===== src/hw/rtl/sdedup_pkg.sv =====
// Shared types and constants for the stream duplicate-removal block.
// Used by sdedup_ctrl, sdedup_dp and stream_dedup_keep_first; no dependencies.
package sdedup_pkg;

  localparam int DefCapacity = 64;
  localparam int ValueW      = 32;
  localparam int UserW       = 2;

  // Bit positions inside the result tuser field.
  localparam int UserKeepBit = 0;
  localparam int UserOvfBit  = 1;

  typedef enum logic [1:0] {
    S_IDLE,
    S_SCAN,
    S_FIN
  } state_e;

  typedef struct packed {
    logic load;
    logic scan;
    logic finish;
  } cmd_t;

  typedef struct packed {
    logic scan_done;
    logic out_free;
  } sts_t;

endpackage


===== src/hw/rtl/sdedup_ctrl.sv =====
// Controller state machine for the duplicate-removal block.
// Depends on sdedup_pkg; drives commands to sdedup_dp and reads its status.
module sdedup_ctrl import sdedup_pkg::*; (
  input  logic clk_i,
  input  logic rst_ni,
  input  logic in_valid_i,
  input  sts_t sts_i,
  output cmd_t cmd_o,
  output logic in_ready_o
);

  state_e state_q, state_d;

  always_ff @(posedge clk_i or negedge rst_ni) begin
    if (!rst_ni) begin
      state_q <= S_IDLE;
    end else begin
      state_q <= state_d;
    end
  end

  always_comb begin
    state_d    = state_q;
    cmd_o      = '0;
    in_ready_o = 1'b0;
    case (state_q)
      S_IDLE: begin
        in_ready_o = 1'b1;
        if (in_valid_i) begin
          cmd_o.load = 1'b1;
          state_d    = S_SCAN;
        end
      end
      S_SCAN: begin
        if (sts_i.scan_done) begin
          state_d = S_FIN;
        end else begin
          cmd_o.scan = 1'b1;
        end
      end
      S_FIN: begin
        if (sts_i.out_free) begin
          cmd_o.finish = 1'b1;
          state_d      = S_IDLE;
        end
      end
      default: begin
        state_d = S_IDLE;
      end
    endcase
  end

endmodule


===== src/hw/rtl/sdedup_dp.sv =====
// Datapath for the duplicate-removal block: value table memory, scan pointer,
// entry count and the result register. Depends on sdedup_pkg.
module sdedup_dp import sdedup_pkg::*; #(
  parameter int Capacity = DefCapacity
) (
  input  logic              clk_i,
  input  logic              rst_ni,
  input  cmd_t              cmd_i,
  output sts_t              sts_o,
  input  logic [ValueW-1:0] in_data_i,
  input  logic              in_last_i,
  output logic              out_valid_o,
  input  logic              out_ready_i,
  output logic [ValueW-1:0] out_data_o,
  output logic              out_last_o,
  output logic [UserW-1:0]  out_user_o
);

  localparam int CntW = $clog2(Capacity + 1);
  localparam int IdxW = (Capacity > 1) ? $clog2(Capacity) : 1;
  localparam logic [CntW-1:0] CapC = CntW'(Capacity);

  logic [ValueW-1:0] mem [Capacity];

  logic [ValueW-1:0] value_q;
  logic              last_q;
  logic [CntW-1:0]   idx_q;
  logic [CntW-1:0]   count_q, count_d;
  logic [ValueW-1:0] rd_data_q;
  logic              rd_vld_q;
  logic              hit_q;
  logic              out_valid_q;
  logic [ValueW-1:0] out_data_q;
  logic              out_last_q;
  logic [UserW-1:0]  out_user_q;

  logic more;
  logic full;
  logic store;

  assign more  = idx_q < count_q;
  assign full  = count_q >= CapC;
  assign store = cmd_i.finish && !hit_q && !full;

  // Table memory with a registered read port.
  always_ff @(posedge clk_i) begin
    if (cmd_i.scan && more) begin
      rd_data_q <= mem[idx_q[IdxW-1:0]];
    end
    if (store) begin
      mem[count_q[IdxW-1:0]] <= value_q;
    end
  end

  always_ff @(posedge clk_i) begin
    if (cmd_i.load) begin
      value_q <= in_data_i;
      last_q  <= in_last_i;
    end
  end

  always_ff @(posedge clk_i or negedge rst_ni) begin
    if (!rst_ni) begin
      idx_q    <= '0;
      rd_vld_q <= 1'b0;
      hit_q    <= 1'b0;
    end else if (cmd_i.load) begin
      idx_q    <= '0;
      rd_vld_q <= 1'b0;
      hit_q    <= 1'b0;
    end else if (cmd_i.scan) begin
      rd_vld_q <= more;
      if (more) begin
        idx_q <= idx_q + CntW'(1);
      end
      if (rd_vld_q && (rd_data_q == value_q)) begin
        hit_q <= 1'b1;
      end
    end
  end

  always_comb begin
    count_d = count_q;
    if (cmd_i.finish) begin
      if (last_q) begin
        count_d = '0;
      end else if (store) begin
        count_d = count_q + CntW'(1);
      end
    end
  end

  always_ff @(posedge clk_i or negedge rst_ni) begin
    if (!rst_ni) begin
      count_q     <= '0;
      out_valid_q <= 1'b0;
    end else begin
      count_q <= count_d;
      if (cmd_i.finish) begin
        out_valid_q <= 1'b1;
      end else if (out_ready_i) begin
        out_valid_q <= 1'b0;
      end
    end
  end

  always_ff @(posedge clk_i) begin
    if (cmd_i.finish) begin
      out_data_q              <= value_q;
      out_last_q              <= last_q;
      out_user_q[UserKeepBit] <= !hit_q;
      out_user_q[UserOvfBit]  <= !hit_q && full;
    end
  end

  assign sts_o.scan_done = hit_q || (!more && !rd_vld_q);
  assign sts_o.out_free  = !out_valid_q || out_ready_i;

  assign out_valid_o = out_valid_q;
  assign out_data_o  = out_data_q;
  assign out_last_o  = out_last_q;
  assign out_user_o  = out_user_q;

endmodule


===== src/hw/rtl/stream_dedup_keep_first.sv =====
// Top level of the order-preserving duplicate-removal block.
// Depends on sdedup_pkg, sdedup_ctrl and sdedup_dp.
//
// The block takes one signed 32-bit value per input beat on the s_axis
// channel, with tlast marking the final value of a sequence. Every input beat
// gives exactly one output beat on the m_axis channel carrying the same value,
// the same tlast, a keep flag set when the value is not found in the table for
// the current sequence, and an overflow flag set when a new value could not
// be recorded because the table already holds Capacity entries.
// Each item is compared against the values recorded so far, at most Capacity,
// one table memory read per cycle; a match ends the search early. The next
// beat is accepted in the cycle after the result is loaded into the output
// register. Reset empties the table at once; no clearing pass is needed since
// only entries below the count are read. When the receiver stalls, the result
// is held in the output register and one further item is taken and searched,
// then the block waits until that register is free.
module stream_dedup_keep_first import sdedup_pkg::*; #(
  parameter int Capacity = DefCapacity
) (
  input  logic              clk_i,
  input  logic              rst_ni,
  input  logic              s_axis_tvalid,
  output logic              s_axis_tready,
  input  logic [ValueW-1:0] s_axis_tdata,   // [31:0] value
  input  logic              s_axis_tlast,
  output logic              m_axis_tvalid,
  input  logic              m_axis_tready,
  output logic [ValueW-1:0] m_axis_tdata,   // [31:0] value_out
  output logic              m_axis_tlast,
  output logic [UserW-1:0]  m_axis_tuser    // [0] keep, [1] overflow
);

  cmd_t cmd;
  sts_t sts;

  sdedup_ctrl u_ctrl (
    .clk_i      (clk_i),
    .rst_ni     (rst_ni),
    .in_valid_i (s_axis_tvalid),
    .sts_i      (sts),
    .cmd_o      (cmd),
    .in_ready_o (s_axis_tready)
  );

  sdedup_dp #(
    .Capacity (Capacity)
  ) u_dp (
    .clk_i       (clk_i),
    .rst_ni      (rst_ni),
    .cmd_i       (cmd),
    .sts_o       (sts),
    .in_data_i   (s_axis_tdata),
    .in_last_i   (s_axis_tlast),
    .out_valid_o (m_axis_tvalid),
    .out_ready_i (m_axis_tready),
    .out_data_o  (m_axis_tdata),
    .out_last_o  (m_axis_tlast),
    .out_user_o  (m_axis_tuser)
  );

  a_finish_needs_room: assert property (@(posedge clk_i) disable iff (!rst_ni)
    cmd.finish |-> sts.out_free)
    else $error("Result loaded while the output register was occupied.");

  a_load_alone: assert property (@(posedge clk_i) disable iff (!rst_ni)
    cmd.load |-> (!cmd.scan && !cmd.finish))
    else $error("Load command overlaps scan or finish.");

  a_no_immediate_result: assert property (@(posedge clk_i) disable iff (!rst_ni)
    (s_axis_tvalid && s_axis_tready) |=> !cmd.finish)
    else $error("Result produced without a table search.");

  a_finish_shows_beat: assert property (@(posedge clk_i) disable iff (!rst_ni)
    cmd.finish |=> m_axis_tvalid)
    else $error("Finished item did not appear on the output.");

endmodule

===== config.mk =====
export PLATFORM = sky130hd
export DESIGN_NAME = stream_dedup_keep_first
export DESIGN_NICKNAME = d
export VERILOG_FILES = /design/src/hw/rtl/sdedup_pkg.sv /design/src/hw/rtl/sdedup_ctrl.sv /design/src/hw/rtl/sdedup_dp.sv /design/src/hw/rtl/stream_dedup_keep_first.sv
export SDC_FILE = /design/constraint.sdc
export NUM_CORES = 2
export LEC_CHECK = 0
export ABC_CLOCK_PERIOD_IN_PS = 6100
export BUFFER_PORTS_ARGS = -buffer_cell sky130_fd_sc_hd__buf_2
export CAP_MARGIN = 20
export CORE_UTILIZATION = 45
export CTS_BUF_LIST = sky130_fd_sc_hd__clkbuf_8 sky130_fd_sc_hd__clkbuf_16
export CTS_CLUSTER_DIAMETER = 80
export DETAILED_ROUTE_END_ITERATION = 10
export GPL_TIMING_DRIVEN = 0
export HOLD_SLACK_MARGIN = 0.02
export SLEW_MARGIN = 20
export SYNTH_ARGS = -nofsm -noshare
export SYNTH_HDL_FRONTEND = slang
export SYNTH_SLANG_ARGS = --single-unit

===== constraint.sdc =====
create_clock -name clk_i -period 6.1 [get_ports clk_i]
set_input_delay 0.61 -clock clk_i [delete_from_list [all_inputs] [get_ports clk_i]]
set_output_delay 0.61 -clock clk_i [all_outputs]
set_load 0.005 [all_outputs]

Word level (Yosys, flattened, before mapping)

Memory sizes are Yosys's and may differ from the RTL's. A register that Yosys moved wholly into a read port is not among the register bits.
Index checks and enable logic that the tools add are counted.

Word-level logic and storage cells: 70
Memories: 1
RAM bits: 2048
Flip-flop bits (word level): 87
Output and inout port bits: 37

Eq/ne operators: 6
Multiplexer cells: 25
Add/sub/neg operators: 2
$lt $le $gt $ge: 2
Reductions and logical operators: 23

Memory list:

| name     | depth | width | rd ports | clocked after Yosys merged registers in | wr ports | line            | text |
|---|---|---|---|---|---|---|---|
| u_dp.mem | 64    | 32    | 1        | 1                                       | 1        | sdedup_dp.sv:23 | `logic [ValueW-1:0] mem [Capacity];` |

Operators by type and width:

| cell                                           | count |
|---|---|
| 2-to-1 mux 7 bit                               | 5 |
| == test 32 bit                                 | 1 |
| 2-to-1 mux 1 bit                               | 16 |
| adder 7 x 1 -> 7 bit (second input constant)   | 2 |
| nonzero test 2 bit                             | 5 |
| >= comparator 7 bit (second input constant)    | 1 |
| less-than comparator 7 bit                     | 1 |
| logical AND 1 bit                              | 6 |
| 2-to-1 mux 2 bit                               | 3 |
| != test 2 bit (second input constant)          | 3 |
| case mux 2 bit (3 select lines)                | 1 |
| AND reduction 2 bit                            | 3 |
| zero test 1 bit                                | 5 |
| AND reduction 3 bit                            | 1 |
| == test 2 x 1 -> 1 bit (second input constant) | 1 |
| == test 2 bit (second input constant)          | 1 |
| zero test 2 bit                                | 1 |
| logical OR 1 bit                               | 2 |

Longest topological paths before layout

Word-level depth: 8
Gate-level depth with buffers: 9
Gate-level depth less buffers: 8

By module

Synthesis repeated with hierarchy kept, for this count alone.

Cell total of the unflattened synthesis: 3487
Area total of the unflattened synthesis: 82303.9 um^2

By module, submodules not included:

| module      | times used | area an instance (um^2) | cells each | seq. area each (um^2) |
|---|---|---|---|---|
| sdedup_dp   | 1          | 82177.6                 | 3474       | 64927.3 |
| sdedup_ctrl | 1          | 126.4                   | 13         | 50.0 |

Worst setup path before layout

Ideal clock, no wire load.

Kind: reg-to-reg
From: register u_dp.count_q[4]
To: register u_dp.idx_q[1]
Period minus slack after synthesis: 4420 ps
Cell stages (with the launch flop): 9
Path slack: 1680 ps
Data required time: 5975 ps
Setup time: 125 ps
Data arrival time: 4295 ps
Path through: dfrtp_1 clkinv_1 ha_1 a21oi_1 nor2b_1 o21ai_0 o21ai_1 nor3_1 mux2_2

Cells in the longest elaborated chain, start to end: 8

RTL lines:

| element                         | line              | text |
|---|---|---|
| start, declared                 | sdedup_dp.sv:28   | `logic [CntW-1:0] count_q, count_d;` |
| start signal, assigned          | sdedup_dp.sv:98   | `count_q <= count_d;` |
| less-than comparator 7 bit *    | sdedup_dp.sv:41   | `assign more = idx_q < count_q;` |
| zero test 1 bit                 | sdedup_dp.sv:116  | `assign sts_o.scan_done = hit_q \|\| (!more && !rd_vld_q);` |
| logical AND 1 bit               | sdedup_dp.sv:116  |  |
| logical OR 1 bit                | sdedup_dp.sv:116  |  |
| 2-to-1 mux 1 bit                | sdedup_ctrl.sv:35 | `if (sts_i.scan_done) begin` |
| 2-to-1 mux 1 bit                | sdedup_ctrl.sv:26 | `case (state_q)` |
| nonzero test 2 bit (no line)    | n/a               |  |
| AND reduction 2 bit (no line) * | n/a               |  |
| end signal, assigned            | sdedup_dp.sv:74   | `idx_q <= idx_q + CntW'(1);` |
| end, declared                   | sdedup_dp.sv:27   | `logic [CntW-1:0] idx_q;` |

Every way passes the cells marked *; elsewhere a longest branch is shown, timed or not.
A chain may end at the register's enable or synchronous reset.

Final worst setup path

From: register u_dp.idx_q[0]
To: register u_dp.rd_data_q[26] (read register of u_dp.mem), data pin

Cells in the longest elaborated chain, start to end: 7

RTL lines:

| element                    | line              | text |
|---|---|---|
| less-than comparator 7 bit | sdedup_dp.sv:41   |  |
| zero test 1 bit            | sdedup_dp.sv:116  |  |
| logical AND 1 bit          | sdedup_dp.sv:116  |  |
| logical OR 1 bit           | sdedup_dp.sv:116  |  |
| 2-to-1 mux 1 bit           | sdedup_ctrl.sv:35 |  |
| 2-to-1 mux 1 bit           | sdedup_ctrl.sv:26 |  |
| logical AND 1 bit          | sdedup_dp.sv:47   | `if (cmd_i.scan && more) begin` |
| end, declared              | sdedup_dp.sv:29   | `logic [ValueW-1:0] rd_data_q;` |

Parallel ways exist; a longest one is shown, timed or not.

==> reports/qor.yml <==
status:
  status: "finished, final reports clean"
timing:
  fin_ws_ns: 1.69
  maxSlewViolCount: 0
  final.min_clock_period_ns: 4.41
  clock.fmax_mhz: 227
  tightest_slew_ns: 1.20
  period_share_pct: 72.3
  whs_ns: 0.176
  hold_violations: 0
  rsz0062_at_grt: "false"
  setup_viol: 0
  slew_headroom_pct: 19.6
  skew_ns: 0.0882
power:
  ir_worst_vdd_mv: 0.297
  leakagePower_nw: 30.9
  power_density_nw_per_um2: 427
worst_hold_path:
  hp-class: "primary input to register"
global_route:
  antenna_found_initial: 14
  grtUsageMet3_pct: 5.76
  gr-total-overflow: 0
  grt_use_total_pct: 25.5
  grt_pass1_wl_um: 323000
  grt_pass1_vias: 40400
  grt_max_degree: 33
  use_met1_pct: 35.3
  grtUsageMet2_pct: 39.0
  gr-max-usage-layer: "met2"
clock_network:
  cts_tree: "yes"
  cts_max_path_buffers: 3
  numCtsBuffers: 213
  clkSinkCount: 2167
  clkLatencyLatePin_ns: 0.88
  cts_root_buffer: "clkbuf_16"
  cts-htree-levels: 4
  clk_pin_slew_worst_paths_ns: 0.06
worst_setup_path:
  cp_top_family: "buffers and inverters"
  critPathKind: "register to register"
  cp_common_cell: "buf_2"
  path_cells: "buf_2 -> buf_2 -> buf_2 -> mux4_2 -> a221oi_1 -> o21ai_0 -> a22o_1"
  reg2reg_slack_ns: 1.69
  crit_path_start_kind: "register"
  path_buf_inv: 3
  worstPathArrival_ns: 5.02
  crit_fanout: 10
  crit_path_top_delay_cell: "a221oi_1"
  cp_slowest_stage_delay_ns: 0.65
  endpoint_kind: "register"
  crit_required_ns: 6.71
placement:
  pre_cts_slack_ns: 1.74
  io_buffers: 73
  place_congestion: 0.927
  place_hpwl_um: 165000
  placed_area_um2: 90100
synth:
  ys_ff_latch: 2167
  synthArstFlopShare_pct: 0.877
  syn-cell-area_um2: 82000
  syn_inst: 3562
  synth-edff-count: 2148
  yosysUniqueCellTypes: 43
  synthesis.nets: 3607
  seq_area_frac_synth_pct: 79.3
  avgSynthCellArea_um2: 23.0
  yosys_warnings: 0
  ys.flop_type: "edfxtp_1"
finish:
  postLayoutCellArea_um2: 97400
  ff_latch_area_um2: 65000
  final_cell_mix: "edfxtp_1 (2148), mux4_2 (512), clkbuf_16 (215)"
  layout_commonest_cell: "edfxtp_1"
  fillCellCount: 13600
  syn2layout_area_growth_pct: 18.8
  nets: 4143
  multi_input_area_um2: 16700
  drive_gt1_share_pct: 29.1
route:
  vias_per_cell: 6.18
  firstDrtPassIters: 8
  route.detailed.drc: 0
  wl_um: 234000
  drt_iter0_markers: 5682
  wl_per_cell_um: 35.2
  vias: 41100
  ant_nets: 0
job:
  max_cap_violations: 0
floorplanning:
  dieArea_um2: 184000
  fp-row-count: 156
  die_h_um: 429
  start_util_pct: 45.3
  io_pins: 74
  die_x_um: 429
  core_um2: 181000
synthesized netlist by cell type (7+ instances only):
library cell	n	share of area (%)
a21oi_1	37	0.23
a221oi_1	53	0.57
a22o_1	33	0.35
a22oi_1	63	0.58
buf_1	18	0.082
buf_2	63	0.38
clkbuf_1	104	0.48
dfrtp_1	19	0.58
edfxtp_1	2148	79
ha_1	8	0.12
inv_1	7	0.032
mux2i_1	99	1.2
mux4_2	512	14
nand2_1	69	0.32
nand2b_1	9	0.069
nand3_1	43	0.26
nand4_1	8	0.061
nor2_1	92	0.42
nor4_1	7	0.053
o2111ai_1	10	0.11
o211ai_1	31	0.28
o21ai_0	57	0.35
xnor2_1	17	0.18
xor2_1	19	0.20
worst paths after layout:
kind                               startpoint                 end  depth (start not counted)
worst max-delay path            u_dp.idx_q[0]  u_dp.rd_data_q[26]                          7
worst min-delay path            m_axis_tready    u_dp.out_valid_o                          3
worst max register to register  u_dp.idx_q[0]  u_dp.rd_data_q[26]                          7
worst min register to register  u_dp.idx_q[6]       u_dp.idx_q[6]                          2
max in group asynchronous              rst_ni       u_dp.idx_q[5]                          2
min in group asynchronous              rst_ni    u_dp.out_valid_o                          2
kinds of logic after synthesis:
kind of cell / after synthesis / synth area share (%)
AO/OA/AOI/OAI: 296 / 2.58
XOR/XNOR: 36 / 0.385
adder cells (fa/ha/maj): 8 / 0.122
buffers and inverters: 195 / 0.989
flip-flops: 2167 / 79.3
multiplexers: 612 / 15.3
AND/OR/NAND/NOR: 248 / 1.36
timing repair:
item                                   in CTS  in global routing
setup buffers                               0                  0
endpoints found under the hold margin      52                  0
hold buffers                               34                  0
resized for setup                           0                  0
sequential cells by signal, indices dropped and copies added, names as in the netlist:
name,flops
u_ctrl.state_q,2
u_dp.count_q,7
u_dp.hit_q,1
u_dp.idx_q,7
u_dp.last_q,1
u_dp.mem,2048
u_dp.out_data_o,32
u_dp.out_last_o,1
u_dp.out_user_o,2
u_dp.out_valid_o,1
u_dp.rd_data_q,32
u_dp.rd_vld_q,1
u_dp.value_q,32
per-stage QoR:
step	std cells	total power [W]	util [%]	TNS [ns]
after floorplan	3562	0.0240	-	0
after global placement	6005	0.0283	47.2	-15.36
after detailed placement	6218	0.0289	49.8	0
after CTS	6650	0.0417	53.9	0
after global routing	6652	0.0427	53.9	0
final	6655	0.0416	53.9	0
tightest hold or removal path, cell delays in order:
cell	delay (ns)
buf_2	0.07
nor2b_1	0.14
nand2b_1	0.19
area by class of cell:
type                            instances  area share, %
Sequential cell                      2167           66.7
Timing Repair Buffer                  321           5.12
Inverter                               10         0.0385
Tap cell                             2370           3.05
Clock inverter                        179           1.55
Clock buffer                          219           5.58
Antenna cell                            4         0.0103
Multi-Input combinational cell       1200           17.1
Buffer                                185          0.812
layer usage:
metal,vias to the layer above,part of all wire [%]
li1,16400,-
met1,22000,39
met2,2268,46
met3,442,9.8
met4,4,4.9
met5,-,0.098
report_power, final:
| part | internal [W] | total [W] | switching [W] |
|---|---|---|---|
| Sequential | 0.0173 | 0.0176 | 0.000269 |
| Clock | 0.00725 | 0.0130 | 0.00573 |
| Combinational | 0.00423 | 0.0111 | 0.00683 |
| Total | 0.0288 | 0.0416 | 0.0128 |
Note: power is estimated with default switching activity, not from simulation.
